<file path="config.mk">
export PLATFORM = sky130hd
export DESIGN_NAME = tcp_option_parser
export DESIGN_NICKNAME = d
export VERILOG_FILES = /design/src/hw/rtl/tcpop_pkg.sv /design/src/hw/rtl/tcp_option_parser.sv
export SDC_FILE = /design/constraint.sdc
export NUM_CORES = 1
export LEC_CHECK = 0
export BUFFER_PORTS_ARGS = -buffer_cell sky130_fd_sc_hd__buf_2
export CORE_UTILIZATION = 43
export CTS_BUF_LIST = sky130_fd_sc_hd__clkbuf_2
export DETAILED_ROUTE_END_ITERATION = 8
export PLACE_DENSITY_LB_ADDON = 0.15
export SKIP_CTS_REPAIR_TIMING = 1
export SLEW_MARGIN = 15
export SYNTH_ARGS = -nofsm -noshare
export SYNTH_HDL_FRONTEND = slang
export SYNTH_SLANG_ARGS = --single-unit
</file>
<file path="constraint.sdc">
create_clock -name clk -period 2.48 [get_ports clk]
set_input_delay 0 -clock clk [delete_from_list [all_inputs] [get_ports clk]]
set_output_delay 0 -clock clk [all_outputs]
set_load 0.1 [all_outputs]
</file>
<file path="src/hw/rtl/tcpop_pkg.sv">
// tcp option parser package: word types, option kinds, status codes, parse phases
// no dependencies
`timescale 1ns / 1ps
`default_nettype none

package tcpop_pkg;

  localparam logic [7:0] OPT_END = 8'd0;
  localparam logic [7:0] OPT_NOP = 8'd1;
  localparam logic [7:0] OPT_MSS = 8'd2;
  localparam logic [7:0] MSS_LEN = 8'd4;
  localparam logic [7:0] MIN_LEN = 8'd2;

  typedef enum logic [1:0] {
    ST_OK      = 2'd0,
    ST_MSS_LEN = 2'd1,
    ST_BAD_LEN = 2'd2
  } status_t;

  typedef enum logic [1:0] {
    PH_KIND  = 2'd0,
    PH_LEN   = 2'd1,
    PH_VALUE = 2'd2,
    PH_DONE  = 2'd3
  } phase_t;

  typedef struct packed {
    logic [7:0] opt_byte;
    logic       last_byte;
  } in_word_t;

  typedef struct packed {
    logic [1:0]  status;
    logic        mss_found;
    logic [15:0] mss_value;
  } out_word_t;

endpackage

`default_nettype wire

</file>
<file path="src/hw/rtl/tcp_option_parser.sv">
// tcp option parser top level: byte-wide option walker with a registered result
// depends on tcpop_pkg
`timescale 1ns / 1ps
`default_nettype none

// Takes the option area of one TCP header one byte per word, with last_byte set
// on the final byte, and walks kind/length/value records. One byte is accepted
// every cycle unless the input stalls; the parse state updates in the cycle
// the byte is taken, and the result for an area appears in the output register
// in the cycle after its final byte. Input stalls only while a result sits in
// the output register and the output side is stalling. After each final byte
// the parser is ready for the next area with no gap.
module tcp_option_parser (
  input  wire                  clk,
  input  wire                  rst_n,
  input  wire                  in_valid,
  output logic                 in_stall,
  input  wire tcpop_pkg::in_word_t in_data,
  output logic                 out_valid,
  input  wire                  out_stall,
  output tcpop_pkg::out_word_t out_data
);

  tcpop_pkg::phase_t    phase_r, phase_nxt;
  logic [7:0]           bytes_left_r, bytes_left_nxt;
  logic                 kind_is_mss_r, kind_is_mss_nxt;
  logic [7:0]           mss_high_r, mss_high_nxt;
  logic [15:0]          mss_word_r, mss_word_nxt;
  logic                 mss_seen_r, mss_seen_nxt;
  tcpop_pkg::status_t   error_r, error_nxt;
  logic                 out_valid_r, out_valid_nxt;
  tcpop_pkg::out_word_t out_data_r, out_data_nxt;

  logic                 take;
  logic [7:0]           len_rem;
  logic [7:0]           b;

  assign in_stall  = out_valid_r & out_stall;
  assign take      = in_valid & ~in_stall;
  assign b         = in_data.opt_byte;
  assign len_rem   = b - tcpop_pkg::MIN_LEN;
  assign out_valid = out_valid_r;
  assign out_data  = out_data_r;

  // next phase
  always_comb begin
    phase_nxt = phase_r;
    case (phase_r)
      tcpop_pkg::PH_KIND: begin
        if (b == tcpop_pkg::OPT_END) begin
          phase_nxt = tcpop_pkg::PH_DONE;
        end else if (b != tcpop_pkg::OPT_NOP) begin
          phase_nxt = tcpop_pkg::PH_LEN;
        end
      end
      tcpop_pkg::PH_LEN: begin
        if (kind_is_mss_r && b != tcpop_pkg::MSS_LEN) begin
          phase_nxt = tcpop_pkg::PH_DONE;
        end else if (b < tcpop_pkg::MIN_LEN) begin
          phase_nxt = tcpop_pkg::PH_DONE;
        end else if (len_rem == 8'd0) begin
          phase_nxt = tcpop_pkg::PH_KIND;
        end else begin
          phase_nxt = tcpop_pkg::PH_VALUE;
        end
      end
      tcpop_pkg::PH_VALUE: begin
        if (bytes_left_r == 8'd1) begin
          phase_nxt = tcpop_pkg::PH_KIND;
        end
      end
      default: phase_nxt = phase_r;
    endcase
    if (!take) begin
      phase_nxt = phase_r;
    end else if (in_data.last_byte) begin
      phase_nxt = tcpop_pkg::PH_KIND;
    end
  end

  // datapath and result
  always_comb begin
    bytes_left_nxt  = bytes_left_r;
    kind_is_mss_nxt = kind_is_mss_r;
    mss_high_nxt    = mss_high_r;
    mss_word_nxt    = mss_word_r;
    mss_seen_nxt    = mss_seen_r;
    error_nxt       = error_r;
    case (phase_r)
      tcpop_pkg::PH_KIND: begin
        if (b != tcpop_pkg::OPT_END && b != tcpop_pkg::OPT_NOP) begin
          kind_is_mss_nxt = (b == tcpop_pkg::OPT_MSS);
        end
      end
      tcpop_pkg::PH_LEN: begin
        if (kind_is_mss_r && b != tcpop_pkg::MSS_LEN) begin
          error_nxt = tcpop_pkg::ST_MSS_LEN;
        end else if (b < tcpop_pkg::MIN_LEN) begin
          error_nxt = tcpop_pkg::ST_BAD_LEN;
        end else begin
          bytes_left_nxt = len_rem;
        end
      end
      tcpop_pkg::PH_VALUE: begin
        if (kind_is_mss_r && bytes_left_r == 8'd2) begin
          mss_high_nxt = b;
        end
        if (kind_is_mss_r && bytes_left_r == 8'd1) begin
          mss_word_nxt = {mss_high_r, b};
          mss_seen_nxt = 1'b1;
        end
        bytes_left_nxt = bytes_left_r - 8'd1;
      end
      default: bytes_left_nxt = bytes_left_r;
    endcase

    out_valid_nxt = out_valid_r & out_stall;
    out_data_nxt  = out_data_r;
    if (take && in_data.last_byte) begin
      out_valid_nxt          = 1'b1;
      out_data_nxt.status    = error_nxt;
      out_data_nxt.mss_found = mss_seen_nxt;
      out_data_nxt.mss_value = mss_seen_nxt ? mss_word_nxt : 16'd0;
    end

    if (!take) begin
      bytes_left_nxt  = bytes_left_r;
      kind_is_mss_nxt = kind_is_mss_r;
      mss_high_nxt    = mss_high_r;
      mss_word_nxt    = mss_word_r;
      mss_seen_nxt    = mss_seen_r;
      error_nxt       = error_r;
    end else if (in_data.last_byte) begin
      bytes_left_nxt  = 8'd0;
      kind_is_mss_nxt = 1'b0;
      mss_high_nxt    = 8'd0;
      mss_word_nxt    = 16'd0;
      mss_seen_nxt    = 1'b0;
      error_nxt       = tcpop_pkg::ST_OK;
    end
  end

  always_ff @(posedge clk) begin
    if (!rst_n) begin
      phase_r       <= tcpop_pkg::PH_KIND;
      bytes_left_r  <= 8'd0;
      kind_is_mss_r <= 1'b0;
      mss_high_r    <= 8'd0;
      mss_word_r    <= 16'd0;
      mss_seen_r    <= 1'b0;
      error_r       <= tcpop_pkg::ST_OK;
      out_valid_r   <= 1'b0;
    end else begin
      phase_r       <= phase_nxt;
      bytes_left_r  <= bytes_left_nxt;
      kind_is_mss_r <= kind_is_mss_nxt;
      mss_high_r    <= mss_high_nxt;
      mss_word_r    <= mss_word_nxt;
      mss_seen_r    <= mss_seen_nxt;
      error_r       <= error_nxt;
      out_valid_r   <= out_valid_nxt;
    end
  end

  always_ff @(posedge clk) begin
    out_data_r <= out_data_nxt;
  end

endmodule

`default_nettype wire
</file>
==> flow_summary.toml, run 1 <==
[outcome]
outcome = "complete, but fails checks"
violations = "hold timing"

[global_routing]
gr-usage-all-layers_pct = 20.5
grt_pass1_wl_um = 10200
grt_pass1_vias = 2111
grt_overflow_total = 0
grt_max_degree = 36
antenna_found_initial = 0

[timing]
fin_tns_setup_ns = 0
finalCritPeriodShare_pct = 84.6
skew_ns = 0.0302
slew_headroom_pct = 52.8
hold_viol_final = 1
max_freq_mhz = 476
slew_violations = 0
finalCriticalPeriod_ns = 2.10
worst_slew_pin_slew_ns = 0.702
setup_viol = 0
worst_hold_slack_ns = -0.00100
rsz0062_at_grt = "false"

[clock_tree]
clk_path_buf_depth = 2
cts_buffers = 9
root_buffer = "clkbuf_2"
clock-sinks = 58
cts_tree = "yes"
htreeDepth = 3
clk_latency_ns = 0.49
path_clk_slew_ns = 0.16

[placement]
place_congestion = 0.851
placed_area_sq_um = 2990
post-dp-hpwl_um = 4210
port_buffers = 33

[detailed_routing]
wl_met2_um = 3110
ant_nets = 0
via_per_inst = 5.51
wl_met3_um = 274
detail_route.wirelength_um = 6280
dr.first_iter.drc_count = 129
topRoutingLayerUsed = "met4"
drc = 0
via_count = 2281
routedWlPerCell_um = 15.2
routedLengthMet1_um = 2830
dr.pass1.iters = 4

[floorplan]
die_area_sq_um = 6760
dieHeight_um = 82.2
core_sq_um = 6060
dieWidth_um = 82.2
fp-row-count = 28
io_pins = 34
initial_utilization_pct = 45.6

[final_layout]
register_area_sq_um = 1350
nets = 354
layout_common_cells = "52 x nand2_1, 39 x dfxtp_1, 33 x buf_2"
layout-drive-gt1-share_pct = 18.3
multi_input_area_sq_um = 1280
diodes = 0
nFillCells = 597
final_common_cell = "nand2_1"
stdcell_area_sq_um = 3190
area_growth_pct = 15.4

[synthesis]
yosysWarnings = 0
avgSynthCellArea_sq_um = 9.47
synth_nets = 312
synth_area_sq_um = 2770
yosysSeqAreaShare_pct = 48.8
synth-edff-count = 19
synthArstFlopShare_pct = 0
ys.flop_type = "dfxtp_1"
synthCells = 292
ys_seq_elements = 58
ys_types = 51

[power_and_ir_drop]
p_leak_nw = 1.23
p_clk_share_pct = 31.2
combPwrFrac_pct = 14.8
internal-power_mw = 1.31
p_sw_mw = 0.563
ir_drop_mv = 0.456
power.total_mw = 1.87
powerDensity_nw_per_um2 = 586
pwr-share-seq_pct = 54.0
p_sw_share_pct = 30.1

[setup_path]
critPathMaxFanout = 15
critPathRequiredTime_ns = 2.88
crit_path_end_kind = "register"
startpoint_type = "primary input"
worstSetupPathType = "in -> reg"
critPathArrivalTime_ns = 2.50

[min_path]
min_path_type = "in -> reg"

[flow_run]
drv_cap = 0
synthesized netlist by cell type (4+ instances only):
library cell / instances / area (sq um)
nor2b_1: 8 / 50.1
inv_1: 10 / 37.5
nand4_1: 4 / 25.0
clkbuf_1: 13 / 48.8
xnor2_1: 5 / 43.8
xor2_1: 5 / 43.8
nor4_1: 6 / 37.5
nor3b_1: 4 / 30.0
a22o_1: 23 / 201
nand3_1: 4 / 20.0
nand2_1: 52 / 195
a21oi_1: 6 / 30.0
ha_1: 7 / 87.6
nor2_1: 12 / 45.0
dfxtp_1: 39 / 781
o21ai_0: 25 / 125
edfxtp_1: 19 / 571
nor3_1: 4 / 20.0
power groups by stage:
stage	Combinational (mW)	Sequential, mW	Clock, mW
after floorplan	0.132	1.11	0
after global placement	0.263	1.03	0
after detailed placement	0.263	1.03	0
after CTS	0.265	1.01	0.607
after global routing	0.299	1.01	0.646
final	0.277	1.01	0.584
through the flow:
stage | worst slack (ns) | hold WS (ns) | cells | utilization, %
finish | 0.381 | -0.00100 | 414 | 52.7
global route | 0.252 | 0.0179 | 414 | 52.7
CTS | 0.418 | -0.215 | 404 | 51.0
detailed placement | 0.440 | 0.320 | 388 | 49.3
global placement | 0.465 | 0.321 | 388 | 49.3
floorplan | 0.266 | 0.126 | 292 | -
final cells by class:
cell class	count	area share [%]
Multi-Input combinational cell	204	40.1
Clock buffer	10	1.57
Timing Repair Buffer	50	9.95
Tap cell	75	2.94
Sequential cell	58	42.3
Clock inverter	6	1.80
Inverter	11	1.29
per-layer routing:
layer / vias to the layer above / global-route usage (%)
met3: 4 / 7.03
li1: 1138 / -
met5: - / 0
met2: 50 / 34.0
met1: 1089 / 24.6
met4: 0 / 7.19
worst max-delay path: stages:
cell and delay [ns]:
dlygate4sd3_1 0.53, buf_2 0.17, or4b_2 0.70, o21ai_1 0.20, a41o_1 0.51, o21ai_0 0.17
o32ai_1 0.23
state kept, by name (all words and copies together), names as in the netlist:
name	cells
error_r	2
mss_word_r	16
out_data	19
bytes_left_r	8
mss_high_r	8
kind_is_mss_r	1
mss_seen_r	1
out_valid	1
phase_r	2
final timing paths:
path / slack (ns) / start / depth (start not counted) / to
max: 0.38 / in_data[2] / 7 / bytes_left_r[6]
min: -0.001 / in_data[0] / 3 / out_valid
max reg2reg: 0.44 / bytes_left_r[3] / 4 / out_data[3]
min reg2reg: 0.49 / mss_word_r[0] / 2 / mss_word_r[0]
kinds of logic (layout without fill, tap and decap cells):
group	count (synthesis)	in the layout	share of synthesized area [%]
AND/OR/NAND/NOR	107	107	19.4
AO/OA/AOI/OAI	78	78	19.9
flip-flops	58	58	48.8
buffers and inverters	30	77	4.84
XOR/XNOR	10	10	3.17
adder cells (fa/ha/maj)	7	7	3.17
multiplexers	2	2	0.724
Power figures use the tool's default switching activity.
==> inputs of run 2 (changes only) <==
==> constraint.sdc (replaced) <==
create_clock -name clk -period 2.1 [get_ports clk]
set_input_delay 0 -clock clk [delete_from_list [all_inputs] [get_ports clk]]
set_output_delay 0 -clock clk [all_outputs]
set_load 0.1 [all_outputs]
==> run 2 against run 1 <==
Compared with the run above:
- the flow now finishes without violations
- non-clock buffer count grew 11
- global-route usage grew 0.71 points
- worst setup slack lost 0.30 ns
- final area grew 2.7%
- combinational power grew 24%
- flip-flop and latch count is the same
- critical endpoint unchanged
- largest cell class unchanged
==> flow_summary.toml, run 2 (synthesis gave the netlist of run 1 again) <==
[timing]
fin_tns_setup_ns = 0
rsz0062_at_grt = "false"
setup_viol = 0
worst_slew_pin_slew_ns = 0.619
finalCriticalPeriod_ns = 2.02
skew_ns = 0.0254
slew_violations = 0
hold_viol_final = 0
slew_headroom_pct = 58.7
finalCritPeriodShare_pct = 96.3
max_freq_mhz = 494

[clock_tree]
path_clk_slew_ns = 0.18
cts_buffers = 9
clk_path_buf_depth = 2
htreeDepth = 3
clock-sinks = 58
cts_tree = "yes"
clk_latency_ns = 0.48
root_buffer = "clkbuf_2"

[setup_path]
worstSetupPathType = "in -> reg"
critPathArrivalTime_ns = 2.43
critPathMaxFanout = 15
critPathRequiredTime_ns = 2.51
startpoint_type = "primary input"
crit_path_end_kind = "register"

[global_routing]
grt_pass1_vias = 2129
grt_overflow_total = 0
grt_pass1_wl_um = 10500
gr-usage-all-layers_pct = 21.2
grt_max_degree = 36
antenna_found_initial = 0

[detailed_routing]
drc = 0
routedWlPerCell_um = 15.1
via_per_inst = 5.51
detail_route.wirelength_um = 6400
dr.pass1.iters = 4
dr.first_iter.drc_count = 95
ant_nets = 0
via_count = 2343

[floorplan]
core_sq_um = 6060
die_area_sq_um = 6760
dieHeight_um = 82.2
dieWidth_um = 82.2
io_pins = 34
fp-row-count = 28
initial_utilization_pct = 45.6

[final_layout]
layout-drive-gt1-share_pct = 21.1
diodes = 0
fin_util_pct = 54.1
area_growth_pct = 18.6
layout_common_cells = "52 x nand2_1, 38 x dfxtp_1, 33 x buf_2"
largest_reg_flops = 19
nFillCells = 575
instances_no_fill = 425
nets = 365
final_common_cell = "nand2_1"

[power_and_ir_drop]
power.total_mw = 2.23
ir_drop_mv = 0.315
powerDensity_nw_per_um2 = 679
p_leak_nw = 1.29

[flow_run]
drv_cap = 0

[placement]
place_congestion = 0.945
post-dp-hpwl_um = 4440
dpl.cell_count = 398
port_buffers = 33

[outcome]
outcome = "finished clean"

[min_path]
min_path_type = "in -> reg"
[run 2: final timing paths]
| kind | slack [ns] | cells after the start | from | end |
|---|---|---|---|---|
| worst max-delay path | 0.08 | 7 | in_data[2] | bytes_left_r[6] |
| worst min-delay path | 0.03 | 4 | in_data[0] | mss_seen_r |
| worst max register to register | 0.10 | 4 | bytes_left_r[3] | out_data[13] |
| worst min register to register | 0.48 | 2 | mss_word_r[0] | mss_word_r[0] |
[run 2: final cells by class]
cell class | instances | area, sq um | area share [%]
Multi-Input combinational cell | 204 | 1280 | 39.1
Timing Repair Buffer | 61 | 403 | 12.3
Tap cell | 75 | 93.8 | 2.86
Sequential cell | 58 | 1350 | 41.2
Clock inverter | 6 | 57.6 | 1.75
Inverter | 11 | 41.3 | 1.26
Clock buffer | 10 | 50.0 | 1.53
[run 2: report_power, final]
| group | internal [mW] | switching (mW) | total (mW) |
|---|---|---|---|
| combinational | 0.106 | 0.238 | 0.344 |
| sequential | 1.18 | 0.0153 | 1.19 |
| clock | 0.273 | 0.420 | 0.692 |
[run 2: layer usage]
metal  global-route usage, %  routed length, um
met2                    34.0               3020
met5                       0                  0
met3                    4.29                211
met1                    26.7               3040
met4                    11.6                128
[run 2: worst max-delay path: stages]
cell and delay [ns]:
dlygate4sd3_1 0.53, buf_2 0.14, or4b_2 0.68, o21ai_1 0.19
a41o_1 0.49, o21ai_0 0.17, o32ai_1 0.23
[run 2: through the flow]
step | worst slack (ns) | cell area [sq um] | hold WS [ns]
final | 0.0773 | 3280 | 0.0267
after global routing | 0.0241 | 3280 | 0.0362
after CTS | 0.0408 | 3170 | -0.243
after detailed placement | 0.0801 | 3060 | 0.320
after global placement | 0.109 | 3060 | 0.310
after floorplan | 0.0638 | 2770 | 0.126
==> inputs of run 3 (changes only) <==
==> constraint.sdc (replaced) <==
create_clock -name clk -period 2.4 [get_ports clk]
set_input_delay 0 -clock clk [delete_from_list [all_inputs] [get_ports clk]]
set_output_delay 0 -clock clk [all_outputs]
set_load 0.1 [all_outputs]
==> run 3 against run 2 <==
Compared with the run above:
- global-route usage is 1.1 points lower
- worst setup slack gained 0.21 ns
- clock skew rose by 0.0033 ns
- hold slack improved by 0.00073 ns
- combinational power decreased by 15%
- flip-flop and latch count is the same
- clock-buffer cell count unchanged
- sequential power decreased by 13%
- register-to-register slack better by 0.24 ns
- critical path depth is the same
- die area unchanged
==> flow_summary.toml, run 3 (synthesis gave the netlist of run 1 again) <==
[global_routing]
grt_pass1_vias = 2025
antenna_found_initial = 0
grt_pass1_wl_um = 10000
grt_max_degree = 36
grt_overflow_total = 0
gr-usage-all-layers_pct = 20.2

[detailed_routing]
detail_route.wirelength_um = 6240
via_count = 2290
drc = 0
routedWlPerCell_um = 14.9
via_per_inst = 5.48
dr.pass1.iters = 4
dr.first_iter.drc_count = 132
ant_nets = 0

[final_layout]
layout-drive-gt1-share_pct = 19.2
fin_util_pct = 53.0
nets = 358
diodes = 0
final_common_cell = "nand2_1"
largest_reg_flops = 19
area_growth_pct = 16.1
nFillCells = 562
layout_common_cells = "52 x nand2_1, 39 x dfxtp_1, 33 x buf_2"

[timing]
fin_tns_setup_ns = 0
worst_slew_pin_slew_ns = 0.688
slew_headroom_pct = 53.7
slew_violations = 0
finalCritPeriodShare_pct = 88.1
setup_viol = 0
max_freq_mhz = 473
rsz0062_at_grt = "false"
skew_ns = 0.0288
finalCriticalPeriod_ns = 2.11
hold_viol_final = 0

[floorplan]
core_sq_um = 6060
dieHeight_um = 82.2
fp-row-count = 28
die_area_sq_um = 6760
initial_utilization_pct = 45.6
dieWidth_um = 82.2
io_pins = 34

[clock_tree]
clock-sinks = 58
root_buffer = "clkbuf_2"
path_clk_slew_ns = 0.18
clk_path_buf_depth = 2
cts_tree = "yes"
htreeDepth = 3
clk_latency_ns = 0.48
cts_buffers = 9

[setup_path]
cp_cell_sequence = "dlygate4sd3_1 -> buf_2 -> or4b_2 -> o21ai_1 -> a41o_1 -> o21ai_0 -> o32ai_1"
rr_startpoint = "bytes_left_r[4]"
r2r_setup_slack_ns = 0.34
critPathRequiredTime_ns = 2.78
crit_path_end_kind = "register"
critPathMaxFanout = 15
critPathArrivalTime_ns = 2.50
startpoint_type = "primary input"
worstRegToRegCells = 5
worstReg2RegEnd = "mss_word_r[13]"
worstSetupPathType = "in -> reg"
cpPeakStageDelay_ns = 0.72
crit_slowest_cell = "or4b_2"

[outcome]
outcome = "finished clean"

[power_and_ir_drop]
powerDensity_nw_per_um2 = 584
p_leak_nw = 1.24
ir_drop_mv = 0.321

[placement]
port_buffers = 33
place_congestion = 0.907
post-dp-hpwl_um = 4230

[min_path]
min_to = "mss_seen_r"
min_path_type = "in -> reg"
whs_path_depth = 4
min_from = "in_data[0]"

[flow_run]
drv_cap = 0
[run 3: final cells by class]
type	count	area (sq um)	area share [%]
repair buffers	54	350	10.9
clock buffers	10	50.0	1.56
clock inverters	6	42.5	1.33
flip-flops and latches	58	1350	42.1
multi-input cells	204	1280	39.9
inverters	11	41.3	1.29
well taps	75	93.8	2.92
[run 3: layer usage]
| layer | up-vias | part of all wire (%) | track usage (%) |
|---|---|---|---|
| met4 | 0 | 1.3 | 7.54 |
| met3 | 9 | 4.1 | 5.71 |
| li1 | 1150 | - | - |
| met1 | 1081 | 48 | 25.9 |
| met5 | - | 0 | 0 |
| met2 | 50 | 47 | 32.0 |
[run 3: how the worst max path moves through the flow]
stage / start / endpoint / slack [ns] / cells past startpoint
2_1_floorplan: out_valid / bytes_left_r[1] / 0.19 / 5
3_3_place_gp: bytes_left_r[3] / mss_word_r[7] / 0.39 / 5
3_5_place_dp: bytes_left_r[3] / mss_word_r[10] / 0.36 / 5
4_1_cts: bytes_left_r[3] / mss_word_r[13] / 0.33 / 5
5_1_grt: phase_r[0] / mss_word_r[13] / 0.20 / 7
6_report: in_data[2] / bytes_left_r[6] / 0.29 / 7
[run 3: per-stage QoR]
stage	power [mW]	worst slack, ns	area, sq um	std cells	hold slack [ns]
3_5_place_dp	1.34	0.356	3010	391	0.326
4_1_cts	1.88	0.327	3100	407	-0.200
2_1_floorplan	1.28	0.186	2770	292	0.126
6_report	1.87	0.287	3210	418	0.0274
3_3_place_gp	1.34	0.386	3010	391	0.319
5_1_grt	1.96	0.204	3210	418	0.0466
[run 3: worst max-delay path, delay by kind of cell]
kind | cells | cell delay (ns)
compound gates | 4 | 1.11
simple gates | 1 | 0.72
buf+inv | 2 | 0.67
[run 3: power breakdown]
part	switching [mW]	internal (mW)	total (mW)
registers	0.0138	1.03	1.04
clock network	0.397	0.142	0.539
logic	0.204	0.0877	0.292
